==> src/hw/rtl/dq_pkg.sv <==
`timescale 1ns / 1ps

package dq_pkg;

    // queue capacity and derived widths
    localparam int DEPTH = 16;
    localparam int IDX_W = (DEPTH > 1) ? $clog2(DEPTH) : 1;
    localparam int CNT_W = $clog2(DEPTH + 1);
    localparam int SUM_W = CNT_W + 1;
    localparam int DATA_W = 32;

    // command codes
    localparam logic [2:0] CMD_PUSH_FRONT = 3'd0;
    localparam logic [2:0] CMD_PUSH_BACK  = 3'd1;
    localparam logic [2:0] CMD_POP_FRONT  = 3'd2;
    localparam logic [2:0] CMD_POP_BACK   = 3'd3;
    localparam logic [2:0] CMD_PEEK_FRONT = 3'd4;
    localparam logic [2:0] CMD_PEEK_BACK  = 3'd5;

    // status codes
    localparam logic [1:0] ST_OK    = 2'd0;
    localparam logic [1:0] ST_EMPTY = 2'd1;
    localparam logic [1:0] ST_FULL  = 2'd2;

    typedef logic [IDX_W-1:0] t_idx;
    typedef logic [CNT_W-1:0] t_cnt;

    // wrap a position below twice the depth back into the ring
    function automatic t_idx wrap_idx(input logic [SUM_W-1:0] pos);
        logic [SUM_W-1:0] adj;
        adj = (pos >= SUM_W'(DEPTH)) ? (pos - SUM_W'(DEPTH)) : pos;
        return adj[IDX_W-1:0];
    endfunction

endpackage

==> src/hw/rtl/double_ended_queue.sv <==
`timescale 1ns / 1ps

// Bounded double-ended queue of signed 32-bit values in a ring buffer of
// DEPTH entries (dq_pkg). A command is taken when start is high and busy is
// low; busy never rises, so one command can be issued every cycle. Each
// command gives exactly one result, shown for one cycle with o_valid high in
// the cycle after the command was taken: the store is a single-port RAM with
// a registered read, and the head index and count are updated at the edge
// that takes the command. Results cannot be held off, so a receiver must
// capture every o_valid cycle. Status 0 is ok, 1 is a pop or peek on an
// empty queue, 2 is a push onto a full queue; in both error cases nothing
// changes and o_value_out is zero, as it is for pushes and unused codes.

module double_ended_queue
    import dq_pkg::*;
(
    input  logic                     i_clk,
    input  logic                     i_rst_n,
    input  logic                     start,
    output logic                     busy,
    input  logic [2:0]               i_cmd,
    input  logic signed [DATA_W-1:0] i_value_in,
    output logic                     o_valid,
    output logic signed [DATA_W-1:0] o_value_out,
    output logic [CNT_W-1:0]         o_count,
    output logic                     o_empty_res,
    output logic [1:0]               o_status
);

    t_idx            r_head, n_head;
    t_cnt            r_count, n_count;
    logic            r_valid;
    logic            r_rd_sel, n_rd_sel;
    logic [1:0]      r_status, n_status;

    logic            fire;
    logic            is_empty, is_full;
    logic            mem_we;
    t_idx            mem_addr;
    logic [DATA_W-1:0] mem_rdata;
    t_idx            head_dec, head_inc, tail_slot, back_slot;

    assign busy = 1'b0;
    assign fire = start & ~busy;

    assign is_empty = (r_count == '0);
    assign is_full  = (r_count == CNT_W'(DEPTH));

    // ring positions around the head
    assign head_dec  = (r_head == '0) ? t_idx'(DEPTH - 1) : (r_head - t_idx'(1));
    assign head_inc  = wrap_idx(SUM_W'(r_head) + SUM_W'(1));
    assign tail_slot = wrap_idx(SUM_W'(r_head) + SUM_W'(r_count));
    assign back_slot = wrap_idx(SUM_W'(r_head) + SUM_W'(r_count) - SUM_W'(1));

    // command decode: pointer update, store access and result status
    always_comb begin
        n_head   = r_head;
        n_count  = r_count;
        n_rd_sel = 1'b0;
        n_status = ST_OK;
        mem_we   = 1'b0;
        mem_addr = r_head;
        case (i_cmd)
            CMD_PUSH_FRONT: begin
                if (is_full) begin
                    n_status = ST_FULL;
                end else begin
                    mem_we   = fire;
                    mem_addr = head_dec;
                    n_head   = head_dec;
                    n_count  = r_count + t_cnt'(1);
                end
            end
            CMD_PUSH_BACK: begin
                if (is_full) begin
                    n_status = ST_FULL;
                end else begin
                    mem_we   = fire;
                    mem_addr = tail_slot;
                    n_count  = r_count + t_cnt'(1);
                end
            end
            CMD_POP_FRONT, CMD_PEEK_FRONT: begin
                if (is_empty) begin
                    n_status = ST_EMPTY;
                end else begin
                    mem_addr = r_head;
                    n_rd_sel = 1'b1;
                    if (i_cmd == CMD_POP_FRONT) begin
                        n_head  = head_inc;
                        n_count = r_count - t_cnt'(1);
                    end
                end
            end
            CMD_POP_BACK, CMD_PEEK_BACK: begin
                if (is_empty) begin
                    n_status = ST_EMPTY;
                end else begin
                    mem_addr = back_slot;
                    n_rd_sel = 1'b1;
                    if (i_cmd == CMD_POP_BACK) begin
                        n_count = r_count - t_cnt'(1);
                    end
                end
            end
            default: begin
            end
        endcase
    end

    // entry store
    dq_ram #(
        .WIDTH (DATA_W),
        .DEPTH (DEPTH)
    ) u_store (
        .i_clk   (i_clk),
        .i_we    (mem_we),
        .i_addr  (mem_addr),
        .i_wdata (i_value_in),
        .o_rdata (mem_rdata)
    );

    // control state and result tags
    always_ff @(posedge i_clk) begin
        if (!i_rst_n) begin
            r_head   <= '0;
            r_count  <= '0;
            r_valid  <= 1'b0;
            r_rd_sel <= 1'b0;
            r_status <= ST_OK;
        end else begin
            r_valid <= fire;
            if (fire) begin
                r_head   <= n_head;
                r_count  <= n_count;
                r_rd_sel <= n_rd_sel;
                r_status <= n_status;
            end
        end
    end

    // result transaction, in the cycle after the command
    assign o_valid     = r_valid;
    assign o_value_out = r_rd_sel ? mem_rdata : '0;
    assign o_count     = r_count;
    assign o_empty_res = (r_count == '0);
    assign o_status    = r_status;

`ifndef SYNTH
    a_result_follows: assert property (@(posedge i_clk) disable iff (!i_rst_n)
        (start && !busy) |=> o_valid)
        else $error("command taken without a result in the next cycle");

    a_count_bound: assert property (@(posedge i_clk) disable iff (!i_rst_n)
        r_count <= CNT_W'(DEPTH))
        else $error("entry count above capacity");

    a_full_status: assert property (@(posedge i_clk) disable iff (!i_rst_n)
        (o_valid && o_status == ST_FULL) |-> (o_count == CNT_W'(DEPTH)))
        else $error("full rejection while not full");

    a_empty_status: assert property (@(posedge i_clk) disable iff (!i_rst_n)
        (o_valid && o_status == ST_EMPTY) |-> (o_empty_res && o_value_out == '0))
        else $error("empty error with data or entries");
`endif

endmodule

==> src/hw/rtl/dq_ram.sv <==
`timescale 1ns / 1ps

module dq_ram #(
    parameter int WIDTH = 32,
    parameter int DEPTH = 16
) (
    input  logic                     i_clk,
    input  logic                     i_we,
    input  logic [$clog2(DEPTH)-1:0] i_addr,
    input  logic [WIDTH-1:0]         i_wdata,
    output logic [WIDTH-1:0]         o_rdata
);

    logic [WIDTH-1:0] r_mem [DEPTH];
    logic [WIDTH-1:0] r_rdata;

    // single port, registered read
    always_ff @(posedge i_clk) begin
        if (i_we) begin
            r_mem[i_addr] <= i_wdata;
        end
        r_rdata <= r_mem[i_addr];
    end

    assign o_rdata = r_rdata;

endmodule
==> config.mk <==
export PLATFORM = sky130hd
export DESIGN_NAME = double_ended_queue
export DESIGN_NICKNAME = d
export VERILOG_FILES = /design/src/hw/rtl/dq_pkg.sv /design/src/hw/rtl/double_ended_queue.sv /design/src/hw/rtl/dq_ram.sv
export SDC_FILE = /design/constraint.sdc
export NUM_CORES = 1
export LEC_CHECK = 0
export BUFFER_PORTS_ARGS = -buffer_cell sky130_fd_sc_hd__buf_2
export CELL_PAD_IN_SITES_DETAIL_PLACEMENT = 1
export CELL_PAD_IN_SITES_GLOBAL_PLACEMENT = 1
export CORE_MARGIN = 5
export CORE_UTILIZATION = 52
export CTS_CLUSTER_SIZE = 30
export DETAILED_ROUTE_END_ITERATION = 16
export PLACE_DENSITY = 0.9
export SLEW_MARGIN = 10
export SYNTH_ARGS = -nofsm -noshare
export SYNTH_HDL_FRONTEND = slang
export SYNTH_SLANG_ARGS = --single-unit
==> constraint.sdc <==
create_clock -name i_clk -period 6.2 [get_ports i_clk]
set_input_delay 0.93 -clock i_clk [delete_from_list [all_inputs] [get_ports i_clk]]
set_output_delay 0.93 -clock i_clk [all_outputs]
set_load 0.03 [all_outputs]
==> results.py, run 1 <==
metrics = {
    "detailed_routing": {
        "drtIter0Drc": 1610,
        "drt-met1-wl_um": 24500,
        "post_drt_wl_per_cell_um": 29.0,
        "highest_layer": "met5",
        "drc": 0,
        "firstDrtPassIters": 5,
        "wl_met2_um": 33600,
        "drt-total-wl_um": 66700,
        "routed_via_density": 6.35,
        "wl_met3_um": 5780,
        "via_count": 14600,
        "final_antenna_net_count": 0,
    },
    "floorplanning": {
        "die_h_um": 218,
        "dieArea_um2": 47400,
        "die_w_um": 218,
        "rows": 76,
        "num_io_pins": 80,
        "start_util": 0.523,
        "fp.coreArea_um2": 42900,
    },
    "clock_network": {
        "postCtsSetupBuffers": 0,
        "cts-root-buf": "clkbuf_16",
        "clock_sinks": 557,
        "cts_tree": "built",
        "insertion_delay_ns": 0.61,
        "hold_buffers": 0,
        "clkTransAtPathRegs_ns": 0.06,
        "htree_levels": 2,
        "numCtsBuffers": 54,
        "cts-resized-gates": 0,
        "cts_max_path_buffers": 3,
    },
    "sta": {
        "post-route-min-period_ns": 4.99,
        "setup-violations-final": 0,
        "rsz0062_at_grt": "no",
        "fin_tns_setup_ns": 0,
        "hold_viol": 0,
        "timing.fmax_mhz": 200,
        "fin_worst_skew_ns": 0.0302,
        "finalMaxSlewViolations": 0,
        "setup_ws_ns": 1.21,
        "fin_crit_sh": 0.805,
        "max_slew_margin": 0.236,
        "worst_pin_slew_ns": 1.15,
    },
    "placed_design": {
        "numPortBuffers": 78,
        "place_ws_ns": 1.32,
        "gp_congestion": 0.881,
        "post-dp-hpwl_um": 37800,
        "placed_cell_area_um2": 23500,
    },
    "setup_path": {
        "crit_slowest_cell": "or2_2",
        "slowest_delay_ns": 0.70,
        "cp_max_fo": 26,
        "start_kind": "flop",
        "path_buf_inv": 3,
        "arrival_ns": 5.23,
        "worst-setup-path-type": "flop to flop",
        "cp.required_ns": 6.44,
        "path_cells": "ha_1 -> fa_1 -> inv_1 -> ha_1 -> or4b_1 -> a311oi_2 -> or2_2 -> buf_4 -> nand2_1 -> nor3_2 -> buf_4",
        "critPathTopFamily": "simple AND/OR/NAND/NOR gates",
        "crit_path_end_kind": "flop",
    },
    "hold_path": {
        "min_path_type": "flop to flop",
    },
    "power_and_ir_drop": {
        "p_leak_nw": 8.99,
        "pwr_density_cell_nw_per_um2": 367,
        "finalPower_mw": 9.30,
        "vdd_ir_drop_max_uv": 228,
    },
    "final_layout": {
        "final_cell_mix": "512 x edfxtp_1, 304 x nand2_1, 132 x mux2i_1",
        "fillers": 4030,
        "fin_area_um2": 25300,
        "area_growth_syn_to_layout_pct": 13.0,
        "drive_gt1_frac": 0.151,
        "nNetsFinal": 1718,
        "diodes": 0,
        "final_common_cell": "edfxtp_1",
    },
    "global_routing": {
        "grt-ovfl-total": 0,
        "grt_pass1_wl_um": 100000,
        "gr-usage-all-layers": 0.281,
        "grt_pass1_vias": 15800,
        "grt_antenna_before_repair": 1,
        "grt_max_degree": 97,
    },
    "logic_synthesis": {
        "syn_area_per_cell_um2": 14.1,
        "async_flop_share": 0,
        "ys_seq_elements": 557,
        "synth.distinct_cells": 57,
        "syn_nets": 1639,
        "synth_edf_count": 512,
        "synth_warnings": 0,
        "synthCells": 1590,
        "netlist_area_um2": 22400,
        "yosysSeqAreaShare": 0.726,
        "synth_flop_cell": "edfxtp_1",
    },
    "status": {
        "status": "finished clean",
    },
    "flow_run": {
        "max-cap-violations": 0,
    },
}
registers in the layout, indices dropped and copies added (netlist names):
name and flops:
r_rd_sel 1, r_head 4, o_status 2, o_valid 1
u_store.r_mem 512, o_count 5, u_store.o_rdata 32
logic make-up (layout without fill, tap and decap cells):
logic type	after synthesis	count (layout)	share of synthesized area
buffers and inverters	113	236	0.0244
other	1	1	0.000167
adders and majority gates	11	11	0.00681
and+or+nand+nor	594	594	0.116
AOI/OAI and AO/OA	171	171	0.0632
DFF	557	557	0.726
muxes	133	133	0.0596
xor gates and xnor gates	10	10	0.00391
layer usage:
metal  vias to the layer above  global-route usage
met5                         -                   0
met4                         2               0.118
met3                       220              0.0608
met2                       922               0.478
met1                      7357               0.350
li1                       6095                   -
synthesized netlist by cell type (all sizes together), types with 3 or more instances:
master | number | area share
xnor2 | 7 | 0.0027
nand2 | 304 | 0.051
nor2 | 109 | 0.019
buf | 58 | 0.015
a221oi | 33 | 0.019
mux2i | 132 | 0.059
edfxtp | 512 | 0.69
o21ai | 39 | 0.0087
nor3 | 55 | 0.013
a32oi | 33 | 0.013
xor2 | 3 | 0.0012
inv | 11 | 0.0018
nor2b | 3 | 0.00084
and2 | 36 | 0.010
a21oi | 8 | 0.0018
nand2b | 3 | 0.00084
dfxtp | 45 | 0.040
a21boi | 3 | 0.0010
o211ai | 35 | 0.012
ha | 9 | 0.0050
nand3 | 39 | 0.0087
or2 | 3 | 0.00084
clkbuf | 44 | 0.0074
nand4 | 33 | 0.0092
through the flow:
step / hold slack [ns] / utilization / cells
global route: 0.532 / 0.591 / 2298
floorplan: 0.511 / - / 1590
finish: 0.498 / 0.591 / 2298
global placement: 0.470 / 0.548 / 2198
CTS: 0.505 / 0.591 / 2298
detailed placement: 0.491 / 0.548 / 2198
layout make-up:
| type | count | area [µm²] | area share |
|---|---|---|---|
| sequential | 557 | 16300 | 0.643 |
| clock inverter | 18 | 246 | 0.00973 |
| timing repair buffer | 125 | 743 | 0.0293 |
| multi-input combinational | 920 | 5730 | 0.226 |
| clock buffer | 82 | 1560 | 0.0615 |
| tap | 585 | 732 | 0.0289 |
| inverter | 11 | 41.3 | 0.00163 |
worst reg2reg max path, delay by kind of cell (launching register included):
kind	cells	cell delay (ns)
DFF	1	0.41
AOI/OAI and AO/OA	1	0.45
buffers and inverters	3	0.94
and+or+nand+nor	4	1.75
adders and majority gates	3	1.06
path summary, 6_finish.rpt:
path | from | endpoint | slack, ns | depth (start not counted)
worst min-delay path | o_status[1]$_SDFFE_PN0P_ | o_status[1]$_SDFFE_PN0P_ | 0.50 | 2
worst max register to register | r_head[0]$_SDFFE_PN0P_ | u_store.r_mem[4][11]$_DFFE_PP_ | 1.21 | 11
worst min register to register | o_status[1]$_SDFFE_PN0P_ | o_status[1]$_SDFFE_PN0P_ | 0.50 | 2
worst max-delay path | r_head[0]$_SDFFE_PN0P_ | u_store.r_mem[4][11]$_DFFE_PP_ | 1.21 | 11
power breakdown:
part | internal (mW) | leakage [nW] | switching, mW
combinational | 0.487 | 3.13 | 1.10
sequential | 4.24 | 4.98 | 0.0834
clock | 1.98 | 0.878 | 1.41
total | 6.71 | 8.99 | 2.60
Power figures use the tool's default switching activity.
==> run 2, diff against run 1 <==
- ABC_AREA: not set -> 1
- CORE_UTILIZATION: 52 -> 44
- PLACE_DENSITY: 0.9 -> 0.86
- clock period: 6.2 -> 4.3 ns (I/O delays scaled with it)
==> run 2 against run 1 <==
  * Non-clock buffer count decreased by 7
  * Sequential share of layout area decreased by 4.4 points
  * Register-to-register slack got worse by 0.60 ns
  * Critical path depth increased by 2
  * Final cell count increased by 40%
  * Clock-buffer cell count increased by 5
  * Die area increased by 26%
  * Final area increased by 7.3%
  * Global-route usage decreased by 4.7 points
  * Sequential power increased by 43%
  * Setup slack got worse by 0.60 ns
  * Critical path type unchanged
  * Critical endpoint is now u_store.r_mem[8][18]$_DFFE_PP_
==> results.py, run 2 <==
metrics = {
    "logic_synthesis": {
        "syn_nets": 2461,
        "synthAdderAreaFrac": 0.00634,
        "netlist_area_um2": 24100,
        "synth-xor-area-share": 0.00218,
        "synthCells": 2412,
        "synth_mux_area_frac": 0,
        "synth_warnings": 0,
        "yosysTopAreaCellShare": 0.639,
        "syn_area_per_cell_um2": 9.98,
        "yosysMostFrequentCell": "nand2_1",
        "synth-compound-area-share": 0.0113,
        "async_flop_share": 0,
        "synth_top_cells_by_count": "1,202 x nand2_1, 512 x edfxtp_1, 277 x nand3_1",
        "yosysSeqAreaShare": 0.676,
        "synth_top_family_by_area": "simple AND/OR/NAND/NOR gates",
        "yosys.area.top_type": "edfxtp_1",
        "synthSimpleGateAreaFrac": 0.255,
        "synth_edf_count": 512,
        "synth.distinct_cells": 33,
        "synth_flop_cell": "edfxtp_1",
        "ys_seq_elements": 557,
        "ys_top_cells_by_area": "edfxtp_1 64%, nand2_1 19%, nand3_1 5.8%, dfxtp_1 3.7%, inv_1 1.9%",
    },
    "sta": {
        "fin_crit_sh": 0.859,
        "worst_pin_slew_ns": 0.959,
        "setup_ws_ns": 0.606,
        "timing.fmax_mhz": 271,
        "setup-violations-final": 0,
        "post-route-min-period_ns": 3.69,
        "finalMaxSlewViolations": 0,
        "hold_slack_ns": 0.312,
        "rsz0062_at_grt": "no",
        "fin_tns_setup_ns": 0,
        "max_slew_margin": 0.361,
        "fin_worst_skew_ns": 0.0180,
        "hold_viol": 0,
    },
    "floorplanning": {
        "num_io_pins": 80,
        "start_util": 0.446,
        "rows": 85,
        "die_w_um": 244,
        "fp.coreArea_um2": 54000,
        "die_h_um": 244,
        "dieArea_um2": 59500,
    },
    "final_layout": {
        "final_common_cell": "nand2_1",
        "largest_register": "u_store.r_mem",
        "area_growth_syn_to_layout_pct": 12.9,
        "drive_gt1_frac": 0.0936,
        "fin_cells": 3208,
        "largest_register_ffs": 512,
        "fin_area_um2": 27200,
        "final_cell_mix": "1,201 x nand2_1, 512 x edfxtp_1, 277 x nand3_1",
        "nNetsFinal": 2510,
    },
    "global_routing": {
        "grt_max_degree": 151,
        "grt-ovfl-total": 0,
        "grt_antenna_before_repair": 1,
        "grt_pass1_wl_um": 109000,
        "gr-usage-all-layers": 0.234,
        "grt_pass1_vias": 19300,
    },
    "placed_design": {
        "placed_cell_area_um2": 25300,
        "numPortBuffers": 78,
        "dp_cells": 3096,
        "gp_congestion": 0.852,
        "post-dp-hpwl_um": 41600,
        "place_ws_ns": 0.644,
    },
    "detailed_routing": {
        "drc": 0,
        "final_antenna_net_count": 0,
        "drtIter0Drc": 1372,
        "routed_via_density": 5.54,
        "post_drt_wl_per_cell_um": 22.3,
        "drt-total-wl_um": 71600,
        "firstDrtPassIters": 5,
        "via_count": 17800,
    },
    "setup_path": {
        "crit_path_end_kind": "flop",
        "worstRegToRegCells": 13,
        "cp.required_ns": 4.55,
        "cp_max_fo": 32,
        "start_kind": "flop",
        "arrival_ns": 3.95,
        "worst-setup-path-type": "flop to flop",
    },
    "clock_network": {
        "numCtsBuffers": 59,
        "cts_max_path_buffers": 3,
        "cts-resized-gates": 0,
        "insertion_delay_ns": 0.63,
        "cts_tree": "built",
        "clock_sinks": 557,
        "hold_buffers": 0,
        "htree_levels": 2,
        "cts-root-buf": "clkbuf_16",
        "clkTransAtPathRegs_ns": 0.06,
        "postCtsSetupBuffers": 0,
    },
    "power_and_ir_drop": {
        "p_leak_nw": 11.6,
        "internal_power_mw": 9.45,
        "vdd_ir_drop_max_uv": 349,
        "pwr-share-clk": 0.368,
        "switching_power_mw": 3.90,
        "pwr_density_cell_nw_per_um2": 491,
        "combPwrFrac": 0.169,
        "swShare": 0.292,
        "pwr-share-seq": 0.463,
    },
    "hold_path": {
        "worstHoldPathCells": 2,
        "min_path_type": "input pin to flop",
    },
    "flow_run": {
        "max-cap-violations": 0,
    },
    "status": {
        "status": "finished clean",
    },
}
==> run 2: changes by cell type after synthesis, moves of 53 or more <==
| cell | change |
|---|---|
| nand2_1 | +898 |
| inv_1 | +108 |
| nor2_1 | -68 |
| mux2i_1 | -132 |
| nand3_1 | +238 |
| nor3_1 | -53 |
==> run 2: per-layer routing <==
metal	vias to the layer above	wire, µm	track usage
met5	-	0	0
met4	0	2840	0.100
met3	170	3320	0.0307
met2	541	37400	0.429
met1	9044	28100	0.276
li1	8028	-	-
==> run 2: cell type report <==
type / instances / area [µm²]
repair buffers: 118 / 878
clock buffers: 87 / 1630
flip-flops and latches: 557 / 16300
well taps: 696 / 871
diodes: 1 / 2.50
clock inverters: 24 / 203
multi-input cells: 1595 / 6820
fillers: 5942 / 26900
inverters: 130 / 488
==> run 2: worst max-delay path, stage by stage (launching register included) <==
cell and delay (ns):
dfxtp_1 0.40, ha_1 0.27, fa_1 0.48, inv_1 0.07, ha_1 0.22, or2_2 0.31, nand4_1 0.10, nand3_1 0.08
nor2_1 0.38, inv_2 0.14, nor2_4 0.17, inv_2 0.12, nor2_4 0.09, buf_4 0.47
==> run 2: power groups by stage <==
stage / Sequential [mW] / Combinational, mW / Clock [mW]
global placement: 6.30 / 2.08 / 0
CTS: 6.19 / 2.26 / 5.00
detailed placement: 6.30 / 2.22 / 0
floorplan: 6.26 / 1.47 / 0
finish: 6.19 / 2.25 / 4.91
global route: 6.20 / 2.47 / 5.22
==> run 2: worst paths after layout <==
path	to	slack [ns]	from
worst max-delay path	u_store.r_mem[8][18]$_DFFE_PP_	0.61	o_count[0]$_SDFFE_PN0P_
worst min-delay path	r_rd_sel$_SDFFE_PN0P_	0.31	start
worst max register to register	u_store.r_mem[8][18]$_DFFE_PP_	0.61	o_count[0]$_SDFFE_PN0P_
worst min register to register	o_status[1]$_SDFFE_PN0P_	0.49	o_status[1]$_SDFFE_PN0P_
==> run 2: cell families after synthesis <==
group,Yosys count
buf+inv,260
xor+xnor,6
other cells,1
fa+ha+maj,11
simple gates,1531
compound gates,46
flops,557
==> run 2: metrics by stage <==
stage	total power, mW	utilization
after global placement	8.38	0.469
final	13.3	0.503
after detailed placement	8.52	0.469
after CTS	13.4	0.503
after global routing	13.9	0.503
after floorplan	7.72	-
